**config.mk**
```make
export PLATFORM = sky130hd
export DESIGN_NAME = sha256_stream_hash_unit_flat
export DESIGN_NICKNAME = d
export VERILOG_FILES = /design/src/hdl/shu_pkg.sv /design/src/hdl/shu_msg_if.sv /design/src/hdl/shu_digest_if.sv /design/src/hdl/shu_round_unit.sv /design/src/hdl/sha256_stream_hash_unit.sv /design/src/flat_wrapper.sv
export SDC_FILE = /design/constraint.sdc
export NUM_CORES = 2
export LEC_CHECK = 0
export ABC_AREA = 1
export BUFFER_PORTS_ARGS = -buffer_cell sky130_fd_sc_hd__buf_2
export CAP_MARGIN = 10
export CELL_PAD_IN_SITES_DETAIL_PLACEMENT = 0
export CELL_PAD_IN_SITES_GLOBAL_PLACEMENT = 1
export CORE_ASPECT_RATIO = 1.75
export CORE_MARGIN = 8
export CORE_UTILIZATION = 49
export CTS_CLUSTER_SIZE = 12
export DETAILED_ROUTE_END_ITERATION = 6
export PLACE_DENSITY_LB_ADDON = 0.1
export SLEW_MARGIN = 25
export SYNTH_ARGS = -nofsm -noshare
export SYNTH_HDL_FRONTEND = slang
export SYNTH_SLANG_ARGS = --single-unit
export TNS_END_PERCENT = 5
```
**constraint.sdc**
```tcl
create_clock -name clk -period 14.6 [get_ports clk]
set_input_delay 2.92 -clock clk [delete_from_list [all_inputs] [get_ports clk]]
set_output_delay 2.92 -clock clk [all_outputs]
set_load 0.03 [all_outputs]
```
**src/hdl/shu_pkg.sv**
```systemverilog
// Shared types, constants and round functions of the SHA-256 stream hash unit.
// Used by the channel interfaces' users, the round unit and the top level; no dependencies.
package shu_pkg;

    typedef enum logic [2:0] {
        ST_IDLE,
        ST_BYTES,
        ST_ROUND,
        ST_UPDATE,
        ST_PAD_MARK,
        ST_PAD_ZERO,
        ST_PAD_LEN,
        ST_OUT
    } state_t;

    typedef struct packed {
        logic       push;
        logic [7:0] push_data;
        logic       load;
        logic       round;
        logic [5:0] round_idx;
    } core_ctrl_t;

    localparam logic [2:0] MAX_BYTES  = 3'd4;
    localparam logic [2:0] LAST_INDEX = 3'd7;
    localparam logic [5:0] LAST_FILL  = 6'd63;
    localparam logic [5:0] LEN_FILL   = 6'd56;
    localparam logic [5:0] LAST_ROUND = 6'd63;
    localparam logic [7:0] PAD_BYTE   = 8'h80;

    localparam logic [31:0] ROUND_K [64] = '{
        32'h428a2f98, 32'h71374491, 32'hb5c0fbcf, 32'he9b5dba5,
        32'h3956c25b, 32'h59f111f1, 32'h923f82a4, 32'hab1c5ed5,
        32'hd807aa98, 32'h12835b01, 32'h243185be, 32'h550c7dc3,
        32'h72be5d74, 32'h80deb1fe, 32'h9bdc06a7, 32'hc19bf174,
        32'he49b69c1, 32'hefbe4786, 32'h0fc19dc6, 32'h240ca1cc,
        32'h2de92c6f, 32'h4a7484aa, 32'h5cb0a9dc, 32'h76f988da,
        32'h983e5152, 32'ha831c66d, 32'hb00327c8, 32'hbf597fc7,
        32'hc6e00bf3, 32'hd5a79147, 32'h06ca6351, 32'h14292967,
        32'h27b70a85, 32'h2e1b2138, 32'h4d2c6dfc, 32'h53380d13,
        32'h650a7354, 32'h766a0abb, 32'h81c2c92e, 32'h92722c85,
        32'ha2bfe8a1, 32'ha81a664b, 32'hc24b8b70, 32'hc76c51a3,
        32'hd192e819, 32'hd6990624, 32'hf40e3585, 32'h106aa070,
        32'h19a4c116, 32'h1e376c08, 32'h2748774c, 32'h34b0bcb5,
        32'h391c0cb3, 32'h4ed8aa4a, 32'h5b9cca4f, 32'h682e6ff3,
        32'h748f82ee, 32'h78a5636f, 32'h84c87814, 32'h8cc70208,
        32'h90befffa, 32'ha4506ceb, 32'hbef9a3f7, 32'hc67178f2
    };

    localparam logic [31:0] INIT_H [8] = '{
        32'h6a09e667, 32'hbb67ae85, 32'h3c6ef372, 32'ha54ff53a,
        32'h510e527f, 32'h9b05688c, 32'h1f83d9ab, 32'h5be0cd19
    };

    function automatic logic [31:0] rotr(input logic [31:0] x, input int n);
        return (x >> n) | (x << (32 - n));
    endfunction

    function automatic logic [31:0] big_sigma0(input logic [31:0] x);
        return rotr(x, 2) ^ rotr(x, 13) ^ rotr(x, 22);
    endfunction

    function automatic logic [31:0] big_sigma1(input logic [31:0] x);
        return rotr(x, 6) ^ rotr(x, 11) ^ rotr(x, 25);
    endfunction

    function automatic logic [31:0] small_sigma0(input logic [31:0] x);
        return rotr(x, 7) ^ rotr(x, 18) ^ (x >> 3);
    endfunction

    function automatic logic [31:0] small_sigma1(input logic [31:0] x);
        return rotr(x, 17) ^ rotr(x, 19) ^ (x >> 10);
    endfunction

endpackage

```
**src/hdl/shu_msg_if.sv**
```systemverilog
// Message channel: request carrying up to four bytes and an end-of-message flag.
// No dependencies.
interface shu_msg_if;
    logic        valid;
    logic        ready;
    logic [31:0] data_word;
    logic [2:0]  byte_count;
    logic        is_last;

    modport source (output valid, output data_word, output byte_count, output is_last,
                    input ready);
    modport sink (input valid, input data_word, input byte_count, input is_last,
                  output ready);
endinterface

```
**src/hdl/shu_digest_if.sv**
```systemverilog
// Digest channel: request carrying one 32-bit word of the hash and its position.
// No dependencies.
interface shu_digest_if;
    logic        valid;
    logic        ready;
    logic [31:0] digest_word;
    logic [2:0]  word_index;
    logic        last_word;

    modport source (output valid, output digest_word, output word_index, output last_word,
                    input ready);
    modport sink (input valid, input digest_word, input word_index, input last_word,
                  output ready);
endinterface

```
**src/hdl/shu_round_unit.sv**
```systemverilog
// Block buffer, message schedule window and working variables with one SHA-256 round.
// Depends on shu_pkg (control struct, round constants, sigma functions).
module shu_round_unit (
    input  logic                clk,
    input  shu_pkg::core_ctrl_t ctrl,
    input  logic [31:0]         h_in [8],
    output logic [31:0]         v_out [8]
);

    // Bytes shift in at the bottom; after 64 pushes word 0 of the block sits at the top.
    // During rounds the same register is the rolling schedule window W[i..i+15].
    logic [511:0] blk_reg, blk_next;
    logic [31:0]  v_reg [8];
    logic [31:0]  v_next [8];

    logic [31:0] w0, w1, w9, w14, w_new;
    logic [31:0] t1, t2, ch, maj;

    assign w0  = blk_reg[511:480];
    assign w1  = blk_reg[479:448];
    assign w9  = blk_reg[223:192];
    assign w14 = blk_reg[63:32];

    assign w_new = shu_pkg::small_sigma1(w14) + w9 + shu_pkg::small_sigma0(w1) + w0;

    assign ch  = (v_reg[4] & v_reg[5]) ^ (~v_reg[4] & v_reg[6]);
    assign maj = (v_reg[0] & v_reg[1]) ^ (v_reg[0] & v_reg[2]) ^ (v_reg[1] & v_reg[2]);
    assign t1  = v_reg[7] + shu_pkg::big_sigma1(v_reg[4]) + ch
               + shu_pkg::ROUND_K[ctrl.round_idx] + w0;
    assign t2  = shu_pkg::big_sigma0(v_reg[0]) + maj;

    always_comb
    begin
        blk_next = blk_reg;
        if (ctrl.push)
        begin
            blk_next = {blk_reg[503:0], ctrl.push_data};
        end
        else if (ctrl.round)
        begin
            blk_next = {blk_reg[479:0], w_new};
        end
    end

    always_comb
    begin
        v_next = v_reg;
        if (ctrl.load)
        begin
            v_next = h_in;
        end
        else if (ctrl.round)
        begin
            v_next[7] = v_reg[6];
            v_next[6] = v_reg[5];
            v_next[5] = v_reg[4];
            v_next[4] = v_reg[3] + t1;
            v_next[3] = v_reg[2];
            v_next[2] = v_reg[1];
            v_next[1] = v_reg[0];
            v_next[0] = t1 + t2;
        end
    end

    // Payload only: no reset needed.
    always_ff @(posedge clk)
    begin
        blk_reg <= blk_next;
        v_reg   <= v_next;
    end

    assign v_out = v_reg;

endmodule

```
**src/hdl/sha256_stream_hash_unit.sv**
```systemverilog
// Top level of the SHA-256 stream hash unit: sequencer, hash state, counters, channels.
// Depends on shu_pkg, shu_msg_if, shu_digest_if and shu_round_unit.
//
//   channel  | dir | handshake     | payload
//   ---------+-----+---------------+------------------------------------------
//   msg      | in  | valid / ready | data_word[31:0], byte_count[2:0], is_last
//   digest   | out | valid / ready | digest_word[31:0], word_index[2:0], last_word
//
// A request pushes its bytes into the block in turn (byte_count above four counts as four).
// Each block that fills is compressed by 64 rounds through the one round unit, then an
// update of the hash state. A last request adds the padding bytes (a marker, zeros and
// the length field) and one or two compressions, then holds eight digest words until
// they are taken.
// msg.ready is high only while idle; a stalled digest holds the unit in place.
// Reset (asynchronous, active low) loads the standard initial hash and clears counters.
module sha256_stream_hash_unit (
    input  logic                clk,
    input  logic                rst_n,
    shu_msg_if.sink             msg,
    shu_digest_if.source        digest
);

    shu_pkg::state_t     state_reg, state_next;
    shu_pkg::state_t     ret_reg, ret_next;
    shu_pkg::core_ctrl_t ctrl;

    logic [5:0]  fill_reg, fill_next;
    logic [63:0] bits_reg, bits_next;
    logic [31:0] word_reg, word_next;
    logic [2:0]  left_reg, left_next;
    logic        last_reg, last_next;
    logic [5:0]  round_reg, round_next;
    logic [2:0]  idx_reg, idx_next;
    logic [31:0] h_reg [8];
    logic [31:0] h_next [8];
    logic [31:0] v_words [8];

    logic       msg_take;
    logic       digest_take;
    logic       push;
    logic [7:0] push_data;
    logic       block_full;
    logic [2:0] sat_count;

    assign msg_take    = msg.valid && msg.ready;
    assign digest_take = digest.valid && digest.ready;
    assign sat_count   = (msg.byte_count > shu_pkg::MAX_BYTES) ? shu_pkg::MAX_BYTES
                                                                : msg.byte_count;

    // Outputs of the sequencer
    always_comb
    begin
        push      = 1'b0;
        push_data = 8'h00;
        case (state_reg)
            shu_pkg::ST_BYTES:
            begin
                push      = (left_reg != 3'd0);
                push_data = word_reg[31:24];
            end
            shu_pkg::ST_PAD_MARK:
            begin
                push      = 1'b1;
                push_data = shu_pkg::PAD_BYTE;
            end
            shu_pkg::ST_PAD_ZERO:
            begin
                push      = (fill_reg != shu_pkg::LEN_FILL);
                push_data = 8'h00;
            end
            shu_pkg::ST_PAD_LEN:
            begin
                push      = 1'b1;
                push_data = bits_reg[63:56];
            end
            default:
            begin
                push      = 1'b0;
                push_data = 8'h00;
            end
        endcase
        block_full     = push && (fill_reg == shu_pkg::LAST_FILL);
        ctrl.push      = push;
        ctrl.push_data = push_data;
        ctrl.load      = block_full;
        ctrl.round     = (state_reg == shu_pkg::ST_ROUND);
        ctrl.round_idx = round_reg;
        msg.ready      = (state_reg == shu_pkg::ST_IDLE);
        digest.valid   = (state_reg == shu_pkg::ST_OUT);
    end

    // Next state and return point after a compression
    always_comb
    begin
        state_next = state_reg;
        ret_next   = ret_reg;
        case (state_reg)
            shu_pkg::ST_IDLE:
            begin
                if (msg_take)
                begin
                    state_next = shu_pkg::ST_BYTES;
                end
            end
            shu_pkg::ST_BYTES:
            begin
                if (left_reg != 3'd0)
                begin
                    if (block_full)
                    begin
                        state_next = shu_pkg::ST_ROUND;
                        ret_next   = shu_pkg::ST_BYTES;
                    end
                end
                else if (last_reg)
                begin
                    state_next = shu_pkg::ST_PAD_MARK;
                end
                else
                begin
                    state_next = shu_pkg::ST_IDLE;
                end
            end
            shu_pkg::ST_ROUND:
            begin
                if (round_reg == shu_pkg::LAST_ROUND)
                begin
                    state_next = shu_pkg::ST_UPDATE;
                end
            end
            shu_pkg::ST_UPDATE:
            begin
                state_next = ret_reg;
            end
            shu_pkg::ST_PAD_MARK:
            begin
                state_next = block_full ? shu_pkg::ST_ROUND : shu_pkg::ST_PAD_ZERO;
                ret_next   = shu_pkg::ST_PAD_ZERO;
            end
            shu_pkg::ST_PAD_ZERO:
            begin
                if (fill_reg == shu_pkg::LEN_FILL)
                begin
                    state_next = shu_pkg::ST_PAD_LEN;
                end
                else if (block_full)
                begin
                    state_next = shu_pkg::ST_ROUND;
                    ret_next   = shu_pkg::ST_PAD_ZERO;
                end
            end
            shu_pkg::ST_PAD_LEN:
            begin
                if (block_full)
                begin
                    state_next = shu_pkg::ST_ROUND;
                    ret_next   = shu_pkg::ST_OUT;
                end
            end
            shu_pkg::ST_OUT:
            begin
                if (digest_take && (idx_reg == shu_pkg::LAST_INDEX))
                begin
                    state_next = shu_pkg::ST_IDLE;
                end
            end
            default:
            begin
                state_next = shu_pkg::ST_IDLE;
            end
        endcase
    end

    // Datapath registers
    always_comb
    begin
        fill_next  = fill_reg;
        bits_next  = bits_reg;
        word_next  = word_reg;
        left_next  = left_reg;
        last_next  = last_reg;
        round_next = round_reg;
        idx_next   = idx_reg;
        h_next     = h_reg;

        if (msg_take)
        begin
            word_next = msg.data_word;
            left_next = sat_count;
            last_next = msg.is_last;
            bits_next = bits_reg + (64'(sat_count) << 3);
        end

        if (push)
        begin
            fill_next = fill_reg + 6'd1;
            if (state_reg == shu_pkg::ST_BYTES)
            begin
                word_next = {word_reg[23:0], 8'h00};
                left_next = left_reg - 3'd1;
            end
            if (state_reg == shu_pkg::ST_PAD_LEN)
            begin
                bits_next = {bits_reg[55:0], 8'h00};
            end
        end

        if (state_reg == shu_pkg::ST_ROUND)
        begin
            round_next = round_reg + 6'd1;
        end

        if (state_reg == shu_pkg::ST_UPDATE)
        begin
            for (int i = 0; i < 8; i++)
            begin
                h_next[i] = h_reg[i] + v_words[i];
            end
        end

        if (digest_take)
        begin
            idx_next = idx_reg + 3'd1;
            // Restart for the next message once the final word has gone
            if (idx_reg == shu_pkg::LAST_INDEX)
            begin
                h_next    = shu_pkg::INIT_H;
                fill_next = 6'd0;
                bits_next = 64'd0;
                last_next = 1'b0;
            end
        end
    end

    always_ff @(posedge clk or negedge rst_n)
    begin
        if (!rst_n)
        begin
            state_reg <= shu_pkg::ST_IDLE;
            ret_reg   <= shu_pkg::ST_IDLE;
            fill_reg  <= 6'd0;
            bits_reg  <= 64'd0;
            left_reg  <= 3'd0;
            last_reg  <= 1'b0;
            round_reg <= 6'd0;
            idx_reg   <= 3'd0;
            h_reg     <= shu_pkg::INIT_H;
        end
        else
        begin
            state_reg <= state_next;
            ret_reg   <= ret_next;
            fill_reg  <= fill_next;
            bits_reg  <= bits_next;
            left_reg  <= left_next;
            last_reg  <= last_next;
            round_reg <= round_next;
            idx_reg   <= idx_next;
            h_reg     <= h_next;
        end
    end

    always_ff @(posedge clk)
    begin
        word_reg <= word_next;
    end

    shu_round_unit u_round (
        .clk   (clk),
        .ctrl  (ctrl),
        .h_in  (h_reg),
        .v_out (v_words)
    );

    assign digest.digest_word = h_reg[idx_reg];
    assign digest.word_index  = idx_reg;
    assign digest.last_word   = (idx_reg == shu_pkg::LAST_INDEX);

endmodule

```
**src/flat_wrapper.sv**
```systemverilog
// flat-port wrapper written by rule: the top's interface ports become plain ports
module sha256_stream_hash_unit_flat 
  (clk, rst_n, msg_valid, msg_data_word, msg_byte_count, msg_is_last, msg_ready, digest_valid, digest_digest_word, digest_word_index, digest_last_word, digest_ready);
  shu_msg_if msg_i ();
  shu_digest_if digest_i ();
  input  logic clk;
  input  logic rst_n;
  input wire logic [$bits(msg_i.valid)-1:0] msg_valid;
  input wire logic [$bits(msg_i.data_word)-1:0] msg_data_word;
  input wire logic [$bits(msg_i.byte_count)-1:0] msg_byte_count;
  input wire logic [$bits(msg_i.is_last)-1:0] msg_is_last;
  output wire logic [$bits(msg_i.ready)-1:0] msg_ready;
  output wire logic [$bits(digest_i.valid)-1:0] digest_valid;
  output wire logic [$bits(digest_i.digest_word)-1:0] digest_digest_word;
  output wire logic [$bits(digest_i.word_index)-1:0] digest_word_index;
  output wire logic [$bits(digest_i.last_word)-1:0] digest_last_word;
  input wire logic [$bits(digest_i.ready)-1:0] digest_ready;
  assign msg_i.valid = msg_valid;
  assign msg_i.data_word = msg_data_word;
  assign msg_i.byte_count = msg_byte_count;
  assign msg_i.is_last = msg_is_last;
  assign msg_ready = msg_i.ready;
  assign digest_valid = digest_i.valid;
  assign digest_digest_word = digest_i.digest_word;
  assign digest_word_index = digest_i.word_index;
  assign digest_last_word = digest_i.last_word;
  assign digest_i.ready = digest_ready;
  sha256_stream_hash_unit u_core (.clk(clk), .rst_n(rst_n), .msg(msg_i), .digest(digest_i));
endmodule
```
* Word-level counts from Yosys, hierarchy flattened *
Memory sizes are Yosys's and may differ from the RTL's.
Index checks and enable logic that the tools add are counted.

word-level totals
  bits in registers = 1145
  ROM bits = 2048
  input port bits = 40
  output and inout port bits = 38
  logic and storage cells = 161
  memories kept = 1

cells by class
  add/subtract/negate cells = 23
  order comparisons = 3
  equal/unequal tests = 20
  mux-type cells = 47
  bitwise gates (word level) = 29
  reduce and logical (&&, ||, !) cells = 12

memory list
  memory           depth  bits a word  read ports  clocked after Yosys merged registers in  wr ports  line                  source
  (no name shown)  64     32           1           0                                        0         shu_round_unit.sv:29  + shu_pkg::ROUND_K[ctrl.round_idx] + w0;

operator list
  operator                                         number
  256-bit two-way mux                              5
  512-bit two-way mux                              2
  32-bit adder                                     18
  64-bit two-way mux                               5
  32-bit bitwise XOR                               9
  32-bit two-way mux                               7
  32-bit AND                                       5
  32-bit binary-select mux with 3-bit select       1
  64-bit by 6-bit adder with 64-bit output         1
  3-bit two-way mux                                17
  32-bit NOT                                       1
  10-bit by 32-bit OR with 32-bit output           1
  13-bit by 32-bit OR with 32-bit output           1
  14-bit by 32-bit OR with 32-bit output           1
  15-bit by 32-bit OR with 32-bit output           1
  19-bit by 32-bit OR with 32-bit output           1
  21-bit by 32-bit OR with 32-bit output           1
  25-bit by 32-bit OR with 32-bit output           1
  26-bit by 32-bit OR with 32-bit output           1
  30-bit by 32-bit OR with 32-bit output           1
  7-bit by 32-bit OR with 32-bit output            1
  32-bit by 22-bit bitwise XOR with 32-bit output  1
  32-bit by 29-bit bitwise XOR with 32-bit output  1
  3-bit case mux with 8 select lines               1
  28 further kinds                                 50

* Logic depth before layout (Yosys ltp) *
  word-level depth = 10
  depth in mapped cells = 48
  depth with buffers taken out = 46

* Hierarchy *
From an unflattened synthesis, not the netlist that was laid out.

unflattened totals
  cell total of the unflattened synthesis = 11570
  area total of the unflattened synthesis = 85583.3 um^2

modules (own cells, without submodules)
  module                   instances  cells each  area each (um^2)  sequential area each (um^2)
  shu_round_unit           1          5852        50035.5           23062.1
  sha256_stream_hash_unit  1          5718        35547.8           9444.1

* Worst setup path before layout *
OpenSTA, ideal clock, no wires.

  path kind = register to register
  start point = register u_core.left_reg[0]
  end point = register u_core.u_round.blk_reg[0], enable pin
  library setup time = 3.665 ns
  data arrival time = 9.707 ns
  data required time = 10.935 ns
  setup slack = 1.228 ns
  cell stages (with the launch flop) = 10
  buffers on the path = 2
  clock period less this slack = 13.372 ns
  cells stage by stage = dfrtp_1 > inv_1 > ha_1 > nand2_1 > nand2_1 > nand3_2 > inv_2 > clkbuf_1 > buf_2 > nand2_1

on the way
  longest elaborated chain between the ends = 3

RTL lines
  what                                 line                            source
  from (decl)                          sha256_stream_hash_unit.sv:30   logic [2:0] left_reg, left_next;
  from (signal assigned)               sha256_stream_hash_unit.sv:255  left_reg <= left_next;
  3-bit nonzero test                   sha256_stream_hash_unit.sv:58   push = (left_reg != 3'd0);
  1-bit case mux with 3 select lines   sha256_stream_hash_unit.sv:55   case (state_reg)
  2-bit nonzero test (no source line)  --
  to (signal assigned)                 shu_round_unit.sv:68            blk_reg <= blk_next;
  to (decl)                            shu_round_unit.sv:12            logic [511:0] blk_reg, blk_next;

Every way passes these cells.
A chain may end at the register's enable or synchronous reset.

==> results.cfg <==
[pwr]
ir_drop_v = 0.000108
p_leak_nw = 41.9
power.density_mw_per_mm2 = 72.8

[sta]
rsz0062_at_grt = false
tightestPinTransition_ns = 1.43
holdWs_ns = 0.478
finClkSkew_ns = 0.0740
post-route-period-util = 0.784
final.min_clock_period_ns = 11.44
maxSlewViolCount = 0
timing.setup.tns_ns = 0
finalSetupViolations = 0
max_freq_ghz = 0.0874
slew_headroom = 0.0374
finalHoldViolations = 0
fin_ws_ns = 3.16

[global_routing]
overflow = 0
grt_first_pass_wirelength_mm = 575
grt_usage = 0.440
grt_max_degree = 212
grt_pass1_vias = 78217
antenna_found_initial = 36

[synth]
synthesis.nets = 11268
synth_cell_types = 70
ys_seq_area_frac = 0.391
synth_edf_count = 768
avgSynthCellArea_um2 = 7.81
synthesis.area_mm2 = 0.0831
ys_warn_count = 0
synthFlopType = edfxtp_1
synth_cells = 10630
ys_ff_latch = 1145
async_flop_share = 0.301

[worst_hold_path]
hp-class = flop to flop

[route]
routed_via_density = 6.16
drt-wirelength-per-cell_um = 31.8
wl_mm = 409
ant_nets = 0
drcViolationCount = 0
vias = 79200
firstDrtPassIters = 7
drt_iter0_drc = 8479

[floorplan]
ios = 78
die_w_um = 327
core_region_area_mm2 = 0.169
start_util = 0.491
num_rows = 200
dieArea_mm2 = 0.183
dieHeight_um = 561

[critical_path]
cp_top_family = simple AND/OR/NAND/NOR gates
cpMostUsedCell = nand2_1
startpoint = u_core.round_reg[1]
cp_slowest_stage_delay_ns = 0.95
r2r_slack_ns = 3.16
crit_buf_inv = 5
worst_path_max_delay_cell = a21oi_1
cp.required_ns = 15.18
critPathCaptureType = flop
rr_endpoint = u_core.u_round.v_out[121]
crit_arrival_ns = 12.02
critPathLaunchType = flop
r2r_start = u_core.round_reg[1]
critical_path_depth = 33
worstSetupPathType = flop to flop
crit_fanout = 12
r2r_cells = 33
endpoint = u_core.u_round.v_out[121]

[final_layout]
final_cell_mix = nand2_1 (2778), inv_1 (1391), o21ai_0 (1054)
fillers = 16379
final_common_cell = nand2_1
fin_cells = 12851
largest_reg_flops = 512
synthToLayoutAreaGrowth_pct = 7.88
drive_above_1_share = 0.0621
nNetsFinal = 11140

[clocking]
cts_buffers = 116
cts-hold-fix-buffers = 0
htree_levels = 3
path_clk_slew_ns = 0.07
clock_path_buffers = 3
cts_resized = 0
post_cts_buffers = 0
clockRootBuffer = clkbuf_16
cts_tree = yes
insertion_delay_ns = 0.84
cts.sinks = 1145

[placed_design]
place_hpwl_mm = 311
numPortBuffers = 77
place_congestion = 1.14
dp_slack_ns = 4.42
dpl.cell_count = 12592

[status]
status = finished clean

[run]
drv_cap = 0
==> through the flow <==
step	util	power (W)	instance area, um^2
finish	0.530	0.00652	89600
floorplan	-	0.00350	83100
CTS	0.527	0.00654	89200
detailed placement	0.505	0.00353	85500
global placement	0.505	0.00353	85400
global route	0.529	0.00666	89500
==> power breakdown <==
part	leakage [nW]	internal [W]	total [W]	switching (W)
registers	12.6	0.00343	0.00343	0.000000189
logic	27.6	0.00000566	0.0000317	0.0000261
clock network	1.77	0.00164	0.00306	0.00142
total	41.9	0.00507	0.00652	0.00145
==> tightest hold or removal path, cell delays in order, from the launching register on <==
cell and delay [ns]:
dfxtp_1 0.30, inv_1 0.06, o31ai_1 0.07
==> worst min-delay path by stage <==
stage	startpoint	endpoint	slack, ns	cells past startpoint
after global routing	u_core.word_reg[1]	u_core.word_reg[1]	0.49	2
after CTS	u_core.word_reg[1]	u_core.word_reg[1]	0.47	2
after floorplan	u_core.ret_reg[0]	u_core.ret_reg[0]	0.42	2
final	u_core.word_reg[15]	u_core.word_reg[23]	0.48	2
after global placement	u_core.ret_reg[0]	u_core.ret_reg[0]	0.44	2
after detailed placement	u_core.ret_reg[0]	u_core.ret_reg[0]	0.44	2
==> Yosys cell counts, drive strengths merged, types with 5 or more instances <==
| cell type | count | area [um^2] |
|---|---|---|
| buf | 157 | 741 |
| mux2 | 15 | 169 |
| o21a | 11 | 82.6 |
| a22oi | 6 | 45.0 |
| a21boi | 30 | 229 |
| nor4 | 21 | 131 |
| o211ai | 141 | 1060 |
| xor2 | 243 | 2130 |
| nor2 | 620 | 2390 |
| xnor2 | 158 | 1380 |
| o221a | 7 | 78.8 |
| mux2i | 6 | 60.1 |
| and2 | 6 | 37.5 |
| a221oi | 38 | 333 |
| a211oi | 17 | 128 |
| o221ai | 36 | 315 |
| o31ai | 22 | 165 |
| edfxtp | 768 | 23100 |
| a21oi | 847 | 4240 |
| and3 | 5 | 31.3 |
| a21o | 55 | 413 |
| o311ai | 6 | 52.6 |
| o22ai | 11 | 68.8 |
| dfxtp | 32 | 641 |
| o21bai | 93 | 698 |
| dfrtp | 209 | 5230 |
| inv | 1406 | 5280 |
| dfstp | 136 | 3570 |
| a31oi | 86 | 538 |
| fa | 196 | 3920 |
| nand2 | 2784 | 10500 |
| ha | 402 | 5030 |
| nand4 | 76 | 497 |
| o21ai | 1080 | 5410 |
| clkbuf | 290 | 1090 |
| a31o | 6 | 52.6 |
| nor3 | 109 | 551 |
| or2 | 57 | 357 |
| o32ai | 7 | 61.3 |
| nand3 | 390 | 1970 |
| nand3b | 23 | 173 |
==> per-layer routing <==
metal  track usage  vias to the layer above  routed length, um
met1         0.383                    37485             115000
met3         0.124                     2022              30400
met5             0                        -                 71
li1              -                    35135                  -
met4         0.522                       10              63400
met2         0.747                     4548             200000
==> logic make-up after synthesis <==
family                     after synthesis  synth area share
AOI/OAI and AO/OA                     2514             0.170
xor gates and xnor gates               401            0.0423
adders and majority gates              599             0.108
buffers and inverters                 1855            0.0856
DFF                                   1145             0.391
muxes                                   21           0.00276
and+or+nand+nor                       4095             0.200
==> area by class of cell <==
class                           count  area [um^2]  share of cell area
Multi-Input combinational cell   7630        43700               0.488
Sequential cell                  1145        32500               0.363
Inverter                         1408         5310              0.0592
Clock buffer                      173         3220              0.0359
Tap cell                         2222         2780              0.0310
Timing Repair Buffer              201         1500              0.0167
Clock inverter                     34          472             0.00526
Antenna cell                       38         95.1             0.00106
(Power assumes the default switching activity.)
